## config.mk

```make
export PLATFORM = sky130hd
export DESIGN_NAME = efork_arith
export DESIGN_NICKNAME = d
export VERILOG_FILES = /design/src/hdl/efork_pkg.sv /design/src/hdl/efork_arith.sv
export SDC_FILE = /design/constraint.sdc
export NUM_CORES = 2
export LEC_CHECK = 0
export BUFFER_PORTS_ARGS = -buffer_cell sky130_fd_sc_hd__buf_2
export CORE_MARGIN = 4
export CORE_UTILIZATION = 35
export DETAILED_ROUTE_END_ITERATION = 12
export PLACE_DENSITY = 0.57
export SYNTH_ARGS = -nofsm -noshare
export SYNTH_HDL_FRONTEND = slang
export SYNTH_SLANG_ARGS = --single-unit
```

## constraint.sdc

```tcl
create_clock -name aclk -period 13.7 [get_ports aclk]
set_input_delay 1.37 -clock aclk [delete_from_list [all_inputs] [get_ports aclk]]
set_output_delay 1.37 -clock aclk [all_outputs]
set_load 0.05 [all_outputs]
```

## src/hdl/efork_pkg.sv

```systemverilog
// ----------------------------------------------------------------------------
// efork_pkg
// Shared types, codes, constants and the step microprogram of the fractional
// EFORK chaos stepper.
// ----------------------------------------------------------------------------
package efork_pkg;

    localparam int MEM_DEPTH_DEF = 256;

    // commands
    localparam logic [1:0] CMD_INIT = 2'd0;
    localparam logic [1:0] CMD_LOAD = 2'd1;
    localparam logic [1:0] CMD_STEP = 2'd2;

    // systems
    localparam logic [1:0] SYS_LORENZ  = 2'd0;
    localparam logic [1:0] SYS_ROSSLER = 2'd1;
    localparam logic [1:0] SYS_CHEN    = 2'd2;

    // configuration register indexes
    localparam logic [2:0] CFG_SYS = 3'd0;
    localparam logic [2:0] CFG_SP  = 3'd1;
    localparam logic [2:0] CFG_A21 = 3'd2;
    localparam logic [2:0] CFG_A31 = 3'd3;
    localparam logic [2:0] CFG_A32 = 3'd4;
    localparam logic [2:0] CFG_W1  = 3'd5;
    localparam logic [2:0] CFG_W2  = 3'd6;
    localparam logic [2:0] CFG_W3  = 3'd7;

    // unit operations
    localparam logic [1:0] OP_NOP = 2'd0;
    localparam logic [1:0] OP_ADD = 2'd1;
    localparam logic [1:0] OP_SUB = 2'd2;
    localparam logic [1:0] OP_MUL = 2'd3;

    // Q12.20 limits and constants
    localparam logic signed [31:0] Q_MAX   = 32'sh7FFF_FFFF;
    localparam logic signed [31:0] Q_MIN   = 32'sh8000_0000;
    localparam logic signed [31:0] K_SIGMA = 32'sd10485760;
    localparam logic signed [31:0] K_RHO   = 32'sd29360128;
    localparam logic signed [31:0] K_BETA  = 32'sd2796203;
    localparam logic signed [31:0] K_U     = 32'sd7864320;
    localparam logic signed [31:0] K_W     = 32'sd5242880;
    localparam logic signed [31:0] K_WMU   = -32'sd2621440;
    localparam logic signed [31:0] K_AB    = 32'sd209715;
    localparam logic signed [31:0] K_C     = 32'sd5976883;
    localparam logic signed [31:0] K_ONE   = 32'sd1048576;

    // operand codes; codes below WK_N live in the work memory
    localparam logic [5:0] SRC_M0    = 6'd0;
    localparam logic [5:0] SRC_K10   = 6'd3;
    localparam logic [5:0] SRC_K20   = 6'd6;
    localparam logic [5:0] SRC_A0    = 6'd9;
    localparam logic [5:0] SRC_F0    = 6'd12;
    localparam logic [5:0] SRC_T0    = 6'd15;
    localparam logic [5:0] SRC_T1    = 6'd16;
    localparam logic [5:0] WK_N      = 6'd17;
    localparam logic [5:0] SRC_S0    = 6'd17;
    localparam logic [5:0] SRC_S1    = 6'd18;
    localparam logic [5:0] SRC_S2    = 6'd19;
    localparam logic [5:0] SRC_ZERO  = 6'd20;
    localparam logic [5:0] SRC_SP    = 6'd21;
    localparam logic [5:0] SRC_A21   = 6'd22;
    localparam logic [5:0] SRC_A31   = 6'd23;
    localparam logic [5:0] SRC_A32   = 6'd24;
    localparam logic [5:0] SRC_W1    = 6'd25;
    localparam logic [5:0] SRC_W2    = 6'd26;
    localparam logic [5:0] SRC_W3    = 6'd27;
    localparam logic [5:0] SRC_SIGMA = 6'd28;
    localparam logic [5:0] SRC_RHO   = 6'd29;
    localparam logic [5:0] SRC_BETA  = 6'd30;
    localparam logic [5:0] SRC_U     = 6'd31;
    localparam logic [5:0] SRC_W     = 6'd32;
    localparam logic [5:0] SRC_WMU   = 6'd33;
    localparam logic [5:0] SRC_AB    = 6'd34;
    localparam logic [5:0] SRC_C     = 6'd35;
    localparam logic [5:0] SRC_ONE   = 6'd36;

    // program sections
    localparam logic [6:0] P_FLD1   = 7'd3;
    localparam logic [6:0] P_K1     = 7'd13;
    localparam logic [6:0] P_FLD2   = 7'd25;
    localparam logic [6:0] P_K2     = 7'd35;
    localparam logic [6:0] P_FLD3   = 7'd59;
    localparam logic [6:0] P_K3     = 7'd69;
    localparam logic [6:0] PROG_LEN = 7'd93;

    typedef struct packed {
        logic [1:0] op;
        logic [5:0] dst;
        logic [5:0] a;
        logic [5:0] b;
    } uop_t;

    function automatic uop_t mk(input logic [1:0] op, input logic [5:0] dst,
                                input logic [5:0] a, input logic [5:0] b);
        uop_t u;
        u.op  = op;
        u.dst = dst;
        u.a   = a;
        u.b   = b;
        return u;
    endfunction

    // vector field of the argument A0..A2 into F0..F2
    function automatic uop_t field_uop(input logic [1:0] sys, input logic [3:0] k);
        uop_t u;
        u = mk(OP_NOP, SRC_T0, SRC_ZERO, SRC_ZERO);
        case (sys)
            SYS_ROSSLER: begin
                case (k)
                    4'd0: u = mk(OP_SUB, SRC_T0, SRC_ZERO, SRC_A0 + 6'd1);
                    4'd1: u = mk(OP_SUB, SRC_F0, SRC_T0, SRC_A0 + 6'd2);
                    4'd2: u = mk(OP_MUL, SRC_T0, SRC_AB, SRC_A0 + 6'd1);
                    4'd3: u = mk(OP_ADD, SRC_F0 + 6'd1, SRC_A0, SRC_T0);
                    4'd4: u = mk(OP_SUB, SRC_T0, SRC_A0, SRC_C);
                    4'd5: u = mk(OP_MUL, SRC_T0, SRC_A0 + 6'd2, SRC_T0);
                    4'd6: u = mk(OP_ADD, SRC_F0 + 6'd2, SRC_AB, SRC_T0);
                    default: u = mk(OP_NOP, SRC_T0, SRC_ZERO, SRC_ZERO);
                endcase
            end
            SYS_CHEN: begin
                case (k)
                    4'd0: u = mk(OP_SUB, SRC_T0, SRC_A0 + 6'd1, SRC_A0);
                    4'd1: u = mk(OP_MUL, SRC_F0, SRC_U, SRC_T0);
                    4'd2: u = mk(OP_MUL, SRC_T0, SRC_WMU, SRC_A0);
                    4'd3: u = mk(OP_MUL, SRC_T1, SRC_A0, SRC_A0 + 6'd2);
                    4'd4: u = mk(OP_SUB, SRC_T0, SRC_T0, SRC_T1);
                    4'd5: u = mk(OP_MUL, SRC_T1, SRC_W, SRC_A0 + 6'd1);
                    4'd6: u = mk(OP_ADD, SRC_F0 + 6'd1, SRC_T0, SRC_T1);
                    4'd7: u = mk(OP_MUL, SRC_T0, SRC_A0, SRC_A0 + 6'd1);
                    4'd8: u = mk(OP_MUL, SRC_T1, SRC_ONE, SRC_A0 + 6'd2);
                    4'd9: u = mk(OP_SUB, SRC_F0 + 6'd2, SRC_T0, SRC_T1);
                    default: u = mk(OP_NOP, SRC_T0, SRC_ZERO, SRC_ZERO);
                endcase
            end
            default: begin
                case (k)
                    4'd0: u = mk(OP_SUB, SRC_T0, SRC_A0 + 6'd1, SRC_A0);
                    4'd1: u = mk(OP_MUL, SRC_F0, SRC_SIGMA, SRC_T0);
                    4'd2: u = mk(OP_SUB, SRC_T0, SRC_RHO, SRC_A0 + 6'd2);
                    4'd3: u = mk(OP_MUL, SRC_T0, SRC_A0, SRC_T0);
                    4'd4: u = mk(OP_SUB, SRC_F0 + 6'd1, SRC_T0, SRC_A0 + 6'd1);
                    4'd5: u = mk(OP_MUL, SRC_T0, SRC_A0, SRC_A0 + 6'd1);
                    4'd6: u = mk(OP_MUL, SRC_T1, SRC_BETA, SRC_A0 + 6'd2);
                    4'd7: u = mk(OP_SUB, SRC_F0 + 6'd2, SRC_T0, SRC_T1);
                    default: u = mk(OP_NOP, SRC_T0, SRC_ZERO, SRC_ZERO);
                endcase
            end
        endcase
        return u;
    endfunction

    // one three-stage step after the memory sums are in M0..M2
    function automatic uop_t prog_uop(input logic [1:0] sys, input logic [6:0] pc);
        logic [6:0] k;
        logic [5:0] i;
        uop_t u;
        u = mk(OP_NOP, SRC_T0, SRC_ZERO, SRC_ZERO);
        k = 7'd0;
        i = 6'd0;
        if (pc < P_FLD1) begin
            i = {4'd0, pc[1:0]};
            u = mk(OP_ADD, SRC_A0 + i, SRC_S0 + i, SRC_ZERO);
        end else if (pc < P_K1) begin
            u = field_uop(sys, 4'(pc - P_FLD1));
        end else if (pc < P_FLD2) begin
            k = pc - P_K1;
            i = {4'd0, k[3:2]};
            case (k[1:0])
                2'd0: u = mk(OP_SUB, SRC_T0, SRC_F0 + i, SRC_M0 + i);
                2'd1: u = mk(OP_MUL, SRC_K10 + i, SRC_SP, SRC_T0);
                2'd2: u = mk(OP_MUL, SRC_T0, SRC_A21, SRC_K10 + i);
                default: u = mk(OP_ADD, SRC_A0 + i, SRC_S0 + i, SRC_T0);
            endcase
        end else if (pc < P_K2) begin
            u = field_uop(sys, 4'(pc - P_FLD2));
        end else if (pc < P_FLD3) begin
            k = pc - P_K2;
            i = {4'd0, k[4:3]};
            case (k[2:0])
                3'd0: u = mk(OP_MUL, SRC_K20 + i, SRC_SP, SRC_F0 + i);
                3'd1: u = mk(OP_MUL, SRC_T0, SRC_A31, SRC_K20 + i);
                3'd2: u = mk(OP_ADD, SRC_T0, SRC_S0 + i, SRC_T0);
                3'd3: u = mk(OP_MUL, SRC_T1, SRC_A32, SRC_K10 + i);
                3'd4: u = mk(OP_ADD, SRC_A0 + i, SRC_T0, SRC_T1);
                default: u = mk(OP_NOP, SRC_T0, SRC_ZERO, SRC_ZERO);
            endcase
        end else if (pc < P_K3) begin
            u = field_uop(sys, 4'(pc - P_FLD3));
        end else if (pc < PROG_LEN) begin
            k = pc - P_K3;
            i = {4'd0, k[4:3]};
            case (k[2:0])
                3'd0: u = mk(OP_MUL, SRC_T1, SRC_W1, SRC_K10 + i);
                3'd1: u = mk(OP_ADD, SRC_A0 + i, SRC_S0 + i, SRC_T1);
                3'd2: u = mk(OP_MUL, SRC_T1, SRC_W2, SRC_K20 + i);
                3'd3: u = mk(OP_ADD, SRC_A0 + i, SRC_A0 + i, SRC_T1);
                3'd4: u = mk(OP_MUL, SRC_T1, SRC_SP, SRC_F0 + i);
                3'd5: u = mk(OP_MUL, SRC_T1, SRC_W3, SRC_T1);
                3'd6: u = mk(OP_ADD, SRC_A0 + i, SRC_A0 + i, SRC_T1);
                default: u = mk(OP_SUB, SRC_M0 + i, SRC_A0 + i, SRC_S0 + i);
            endcase
        end
        return u;
    endfunction

endpackage

```

## src/hdl/efork_arith.sv

```systemverilog
// ----------------------------------------------------------------------------
// efork_arith
// Shared Q12.20 unit: registered 32x32 product or sum, then rounding and
// saturation.
// ----------------------------------------------------------------------------
module efork_arith (
    input  logic               aclk,
    input  logic [1:0]         op,
    input  logic signed [31:0] op_a,
    input  logic signed [31:0] op_b,
    output logic signed [31:0] result,
    output logic signed [43:0] prod_rnd
);

    logic signed [63:0] prod_reg;
    logic signed [32:0] sum_reg;
    logic [1:0]         op_reg;
    logic signed [63:0] prod_bias;

    always_ff @(posedge aclk) begin
        prod_reg <= op_a * op_b;
        sum_reg  <= (op == efork_pkg::OP_SUB) ? 33'(op_a) - 33'(op_b)
                                              : 33'(op_a) + 33'(op_b);
        op_reg   <= op;
    end

    assign prod_bias = prod_reg + 64'sd524288;
    assign prod_rnd  = prod_bias[63:20];

    always_comb begin
        if (op_reg == efork_pkg::OP_MUL) begin
            if (prod_rnd > 44'(efork_pkg::Q_MAX)) begin
                result = efork_pkg::Q_MAX;
            end else if (prod_rnd < 44'(efork_pkg::Q_MIN)) begin
                result = efork_pkg::Q_MIN;
            end else begin
                result = prod_rnd[31:0];
            end
        end else begin
            if (sum_reg > 33'(efork_pkg::Q_MAX)) begin
                result = efork_pkg::Q_MAX;
            end else if (sum_reg < 33'(efork_pkg::Q_MIN)) begin
                result = efork_pkg::Q_MIN;
            end else begin
                result = sum_reg[31:0];
            end
        end
    end

endmodule

```

# After elaboration in Yosys (flattened, before gate mapping)
# Cells that the tools add are included.
[classes] addsub=3 mul=1 n_lt_le_gt_ge=4 eq_ne=2 n_mux=6
[ops] op="$mux 32" n=5
[ops] op="$add 64x21->64 const B" n=1
[ops] op="$mul 32x32->64" n=1
[ops] op="$gt 44x32->1 const B" n=1
[ops] op="$lt 44x32->1 const B" n=1
[ops] op="$add 32x32->33" n=1
[ops] op="$gt 33x32->1 const B" n=1
[ops] op="$lt 33x32->1 const B" n=1
[ops] op="$mux 33" n=1
[ops] op="$sub 32x32->33" n=1
[ops] op="$eq 2x2->1 const B" n=2
[word_totals] regBits=99 in_bits=67 out_inout_bits=76 wordCells=19

# Logic depth before layout (Yosys ltp)
[depth] depth_word=5 mapped_depth=29 mapped_depth_nobuf=26

# Worst setup path before layout
# OpenSTA, ideal clock, no wires.
[synth_path] path_type="input to register" from="in op_b[2]" to="reg prod_reg[51]" setup_time_ns=0.135 arrival_ns=8.857 required_ns=13.565 setup_slack_ns=4.708 stages=25 path_buffers=3 path_cell_list="clkbuf_1 clkbuf_1 nand2_1 inv_1 fa_1 fa_1 fa_1 fa_1 fa_1 fa_1 fa_1 inv_1 fa_1 inv_1 ha_1 clkbuf_1 a21o_1 a31o_2 a2111oi_0 nor3_1 a221o_1 nor4b_1 a211oi_1 o21ai_0 a221oi_1"
[synth_via] elab_chain_len=1
[synth_lines] element="start, declared" line_no="efork_arith.sv:10" text="input logic signed [31:0] op_b,"
[synth_lines] element="$mul 32x32->64" line_no="efork_arith.sv:21" text="prod_reg <= op_a * op_b;"
[synth_lines] element="end signal, assigned" line_no="efork_arith.sv:21"
[synth_lines] element="end, declared" line_no="efork_arith.sv:15" text="logic signed [63:0] prod_reg;"
# Every way passes these cells.

# Worst setup path in the final report
[layout_path] from="in op_a[31]" to="reg prod_reg[57]"
[layout_via] elab_chain_len=1
[layout_lines] element="start, declared" line_no="efork_arith.sv:9" text="input logic signed [31:0] op_a,"
[layout_lines] element="$mul 32x32->64" line_no="efork_arith.sv:21"
# Every way passes these cells.

==> metrics.md <==
| Metric | Value |
|---|---|
| Unrepaired setup endpoints after global routing | false |
| Status | finished, final reports clean |
| Final ANT Viol Nets | 0 |
| Syn-to-layout area delta | 5.74% |
| Final hold violation count | 0 |
| Area leader, netlist | fa_1 |
| Clock root buffer | clkbuf_16 |
| Mean Syn Cell Area | 9.14 um2 |
| Most frequent CP cell | fa_1 |
| CTS Hold Bufs | 0 |
| Routed len/inst | 20.8 um |
| Die width | 351 um |
| H-tree levels | 3 |
| CTS Buffer Depth | 2 |
| Placer Congestion | 0.889 |
| Vias in the first global route | 33,202 |
| Drt initial violations | 2,232 |
| Postcts setup bufs | 0 |
| Crit path DAT | 9.95 ns |
| Number of CTS-inserted buffers | 9 |
| Nets | 5,821 |
| Worst path max stage delay | 0.86 ns |
| Seq cells post-synth | 80 |
| CP Data Required Time | 13.98 ns |
| Final core occ | 0.373 |
| Async SR Flop Fraction | 0 |
| # rows | 125 |
| F_max | 103 MHz |
| Top cells by area, synth | fa_1 53%, inv_1 9.2%, and2_1 7.7% |
| Slew @ Worst Pin | 1.20 ns |
| TritonCTS clock tree | built |
| Total grt overflow | 0 |
| Critical path depth | 27 |
| Routed via count | 30,362 |
| GRT Util Overall | 0.209 |
| Clock slew at reported path FFs | 0.06 ns |
| Pre-Repair DR Iteration Count | 6 |
| DP Area | 43,200 um2 |
| Crit path buf inv count | 8 |
| Fraction of layout cells with a size suffix above 1 | 0.0500 |
| First-pass GRT wire length | 197,000 um |
| Worst Setup SP | op_a[31] |
| Core box area | 117,000 um2 |
| Post-CTS Resized | 0 |
| Pins Over Slew Limit | 0 |
| Total Neg Setup Slack | 0 ns |
| Seq/Total Area, Yosys | 0.0389 |
| PortBufs | 142 |
| Chip Height | 351 um |
| Worst Path Class, Setup | in2reg |
| Worst rel slew slack | 0.200 |
| Worst Setup EP | prod_reg[57] |
| Max-cap violations | 0 |
| Post-synth top area share | 0.526 |
| Top delay family on crit path | adder cells |
| Final setup viols | 0 |
| Crit path time final | 9.67 ns |
| Max FO, Critical Path | 34 |
| Mapped Area | 41,200 um2 |
| DR DRC count | 0 |
| CP Capture Type | flop |
| Syn Nets | 5,867 |
| Synth cell types | 71 |
| Clock sinks | 80 |
| Final Cycle Share | 0.706 |
| Design area | 43,500 um2 |
| Synth Warn # | 0 |
| Startpoint type of the worst setup path | input pin |
| Max reg flops | 45 |
| Die Area | 123,000 um2 |
| Largest net degree at the start of global routing | 38 |
| Hold crit path type | in2reg |
| I/O pin cnt | 143 |
| DR vias/cell | 5.06 |
| Primary FF master, synth | dfxtp_1 |
| Initial core utilization | 0.353 |
| Crit path max-delay cell type | fa_1 |
| Hpwl dp | 93,500 um |
| Syn Inst Count | 4,504 |
| Initial antenna violation count | 17 |
| Final WL | 125,000 um |
| EDFF count, synth | 0 |
==> Yosys cell counts (all sizes together), types with 3 or more instances <==
master / number
a2111oi: 4
a211o: 3
a211oi: 16
a21o: 44
a21oi: 130
a221o: 3
a221oi: 5
a311o: 3
a311oi: 3
a31o: 5
a31oi: 13
and2: 509
and3: 18
and4: 7
buf: 9
clkbuf: 238
dfxtp: 80
fa: 1082
ha: 214
inv: 1008
nand2: 592
nand2b: 18
nand3: 34
nand3b: 3
nand4: 23
nor2: 83
nor2b: 10
nor3: 22
nor3b: 3
nor4: 14
nor4b: 4
o211ai: 6
o21a: 10
o21ai: 58
o21bai: 9
o31a: 4
o31ai: 9
o41ai: 3
or2: 6
or3: 11
or4: 8
xnor2: 109
xor2: 48
==> cells in the final DEF (no fill, tap or decap), types with 11 or more instances in the layout <==
cell type	instances
dfxtp_1	80
nor4_1	14
xnor2_1	109
and2_1	509
ha_1	214
fa_1	1082
a21oi_1	130
buf_4	48
buf_2	142
nand2b_1	18
a31oi_1	13
nor2_1	82
or3_1	11
inv_1	1008
a21o_1	44
nand2_1	592
xor2_1	48
nand4_1	21
and3_1	17
nand3_1	34
o21ai_0	57
nor3_1	22
a211oi_1	16
==> per-stage QoR <==
step           hold slack, ns  setup slack (ns)  std cells
3_5_place_dp             1.50              3.86       5971
4_1_cts                  1.14              4.13       5987
6_report                 1.15              4.03       5995
5_1_grt                  1.15              3.54       5990
2_1_floorplan            1.40              4.71       4504
3_3_place_gp             1.51              3.97       5971
==> worst min-delay path by stage <==
stage	startpoint	end	slack (ns)	cells past startpoint
after detailed placement	op[0]	op_reg[0]	1.50	1
final	op[0]	op_reg[0]	1.15	1
after global placement	op[0]	op_reg[0]	1.51	1
after global routing	op[0]	op_reg[0]	1.15	1
after CTS	op[0]	op_reg[0]	1.14	1
after floorplan	op[0]	op_reg[0]	1.40	0
==> routing by layer <==
| metal | share of wire | up-vias | GRT usage |
|---|---|---|---|
| li1 | - | 13117 | - |
| met1 | 0.42 | 16083 | 0.279 |
| met2 | 0.50 | 984 | 0.363 |
| met3 | 0.063 | 178 | 0.0240 |
| met4 | 0.026 | 0 | 0.0512 |
| met5 | 0 | - | 0 |
==> final cells by class <==
cell class | count | area, um2
Inverter | 1009 | 3790
Clock inverter | 6 | 93.8
Timing Repair Buffer | 190 | 1070
Tap cell | 1524 | 1910
Clock buffer | 10 | 229
Fill cell | 11905 | 73000
Antenna cell | 8 | 20.0
Multi-Input combinational cell | 3168 | 34800
Sequential cell | 80 | 1600
==> cell families after synthesis <==
family | Yosys count | share of synthesized area
compound gates | 344 | 0.0528
xor+xnor | 157 | 0.0334
fa+ha+maj | 1296 | 0.591
buf+inv | 1256 | 0.115
flops | 80 | 0.0389
mux | 2 | 0.000517
simple gates | 1369 | 0.168
Power is left out: the tool's default activity adds up to more than one toggle a clock period on the data nets, which glitch-free logic cannot reach.
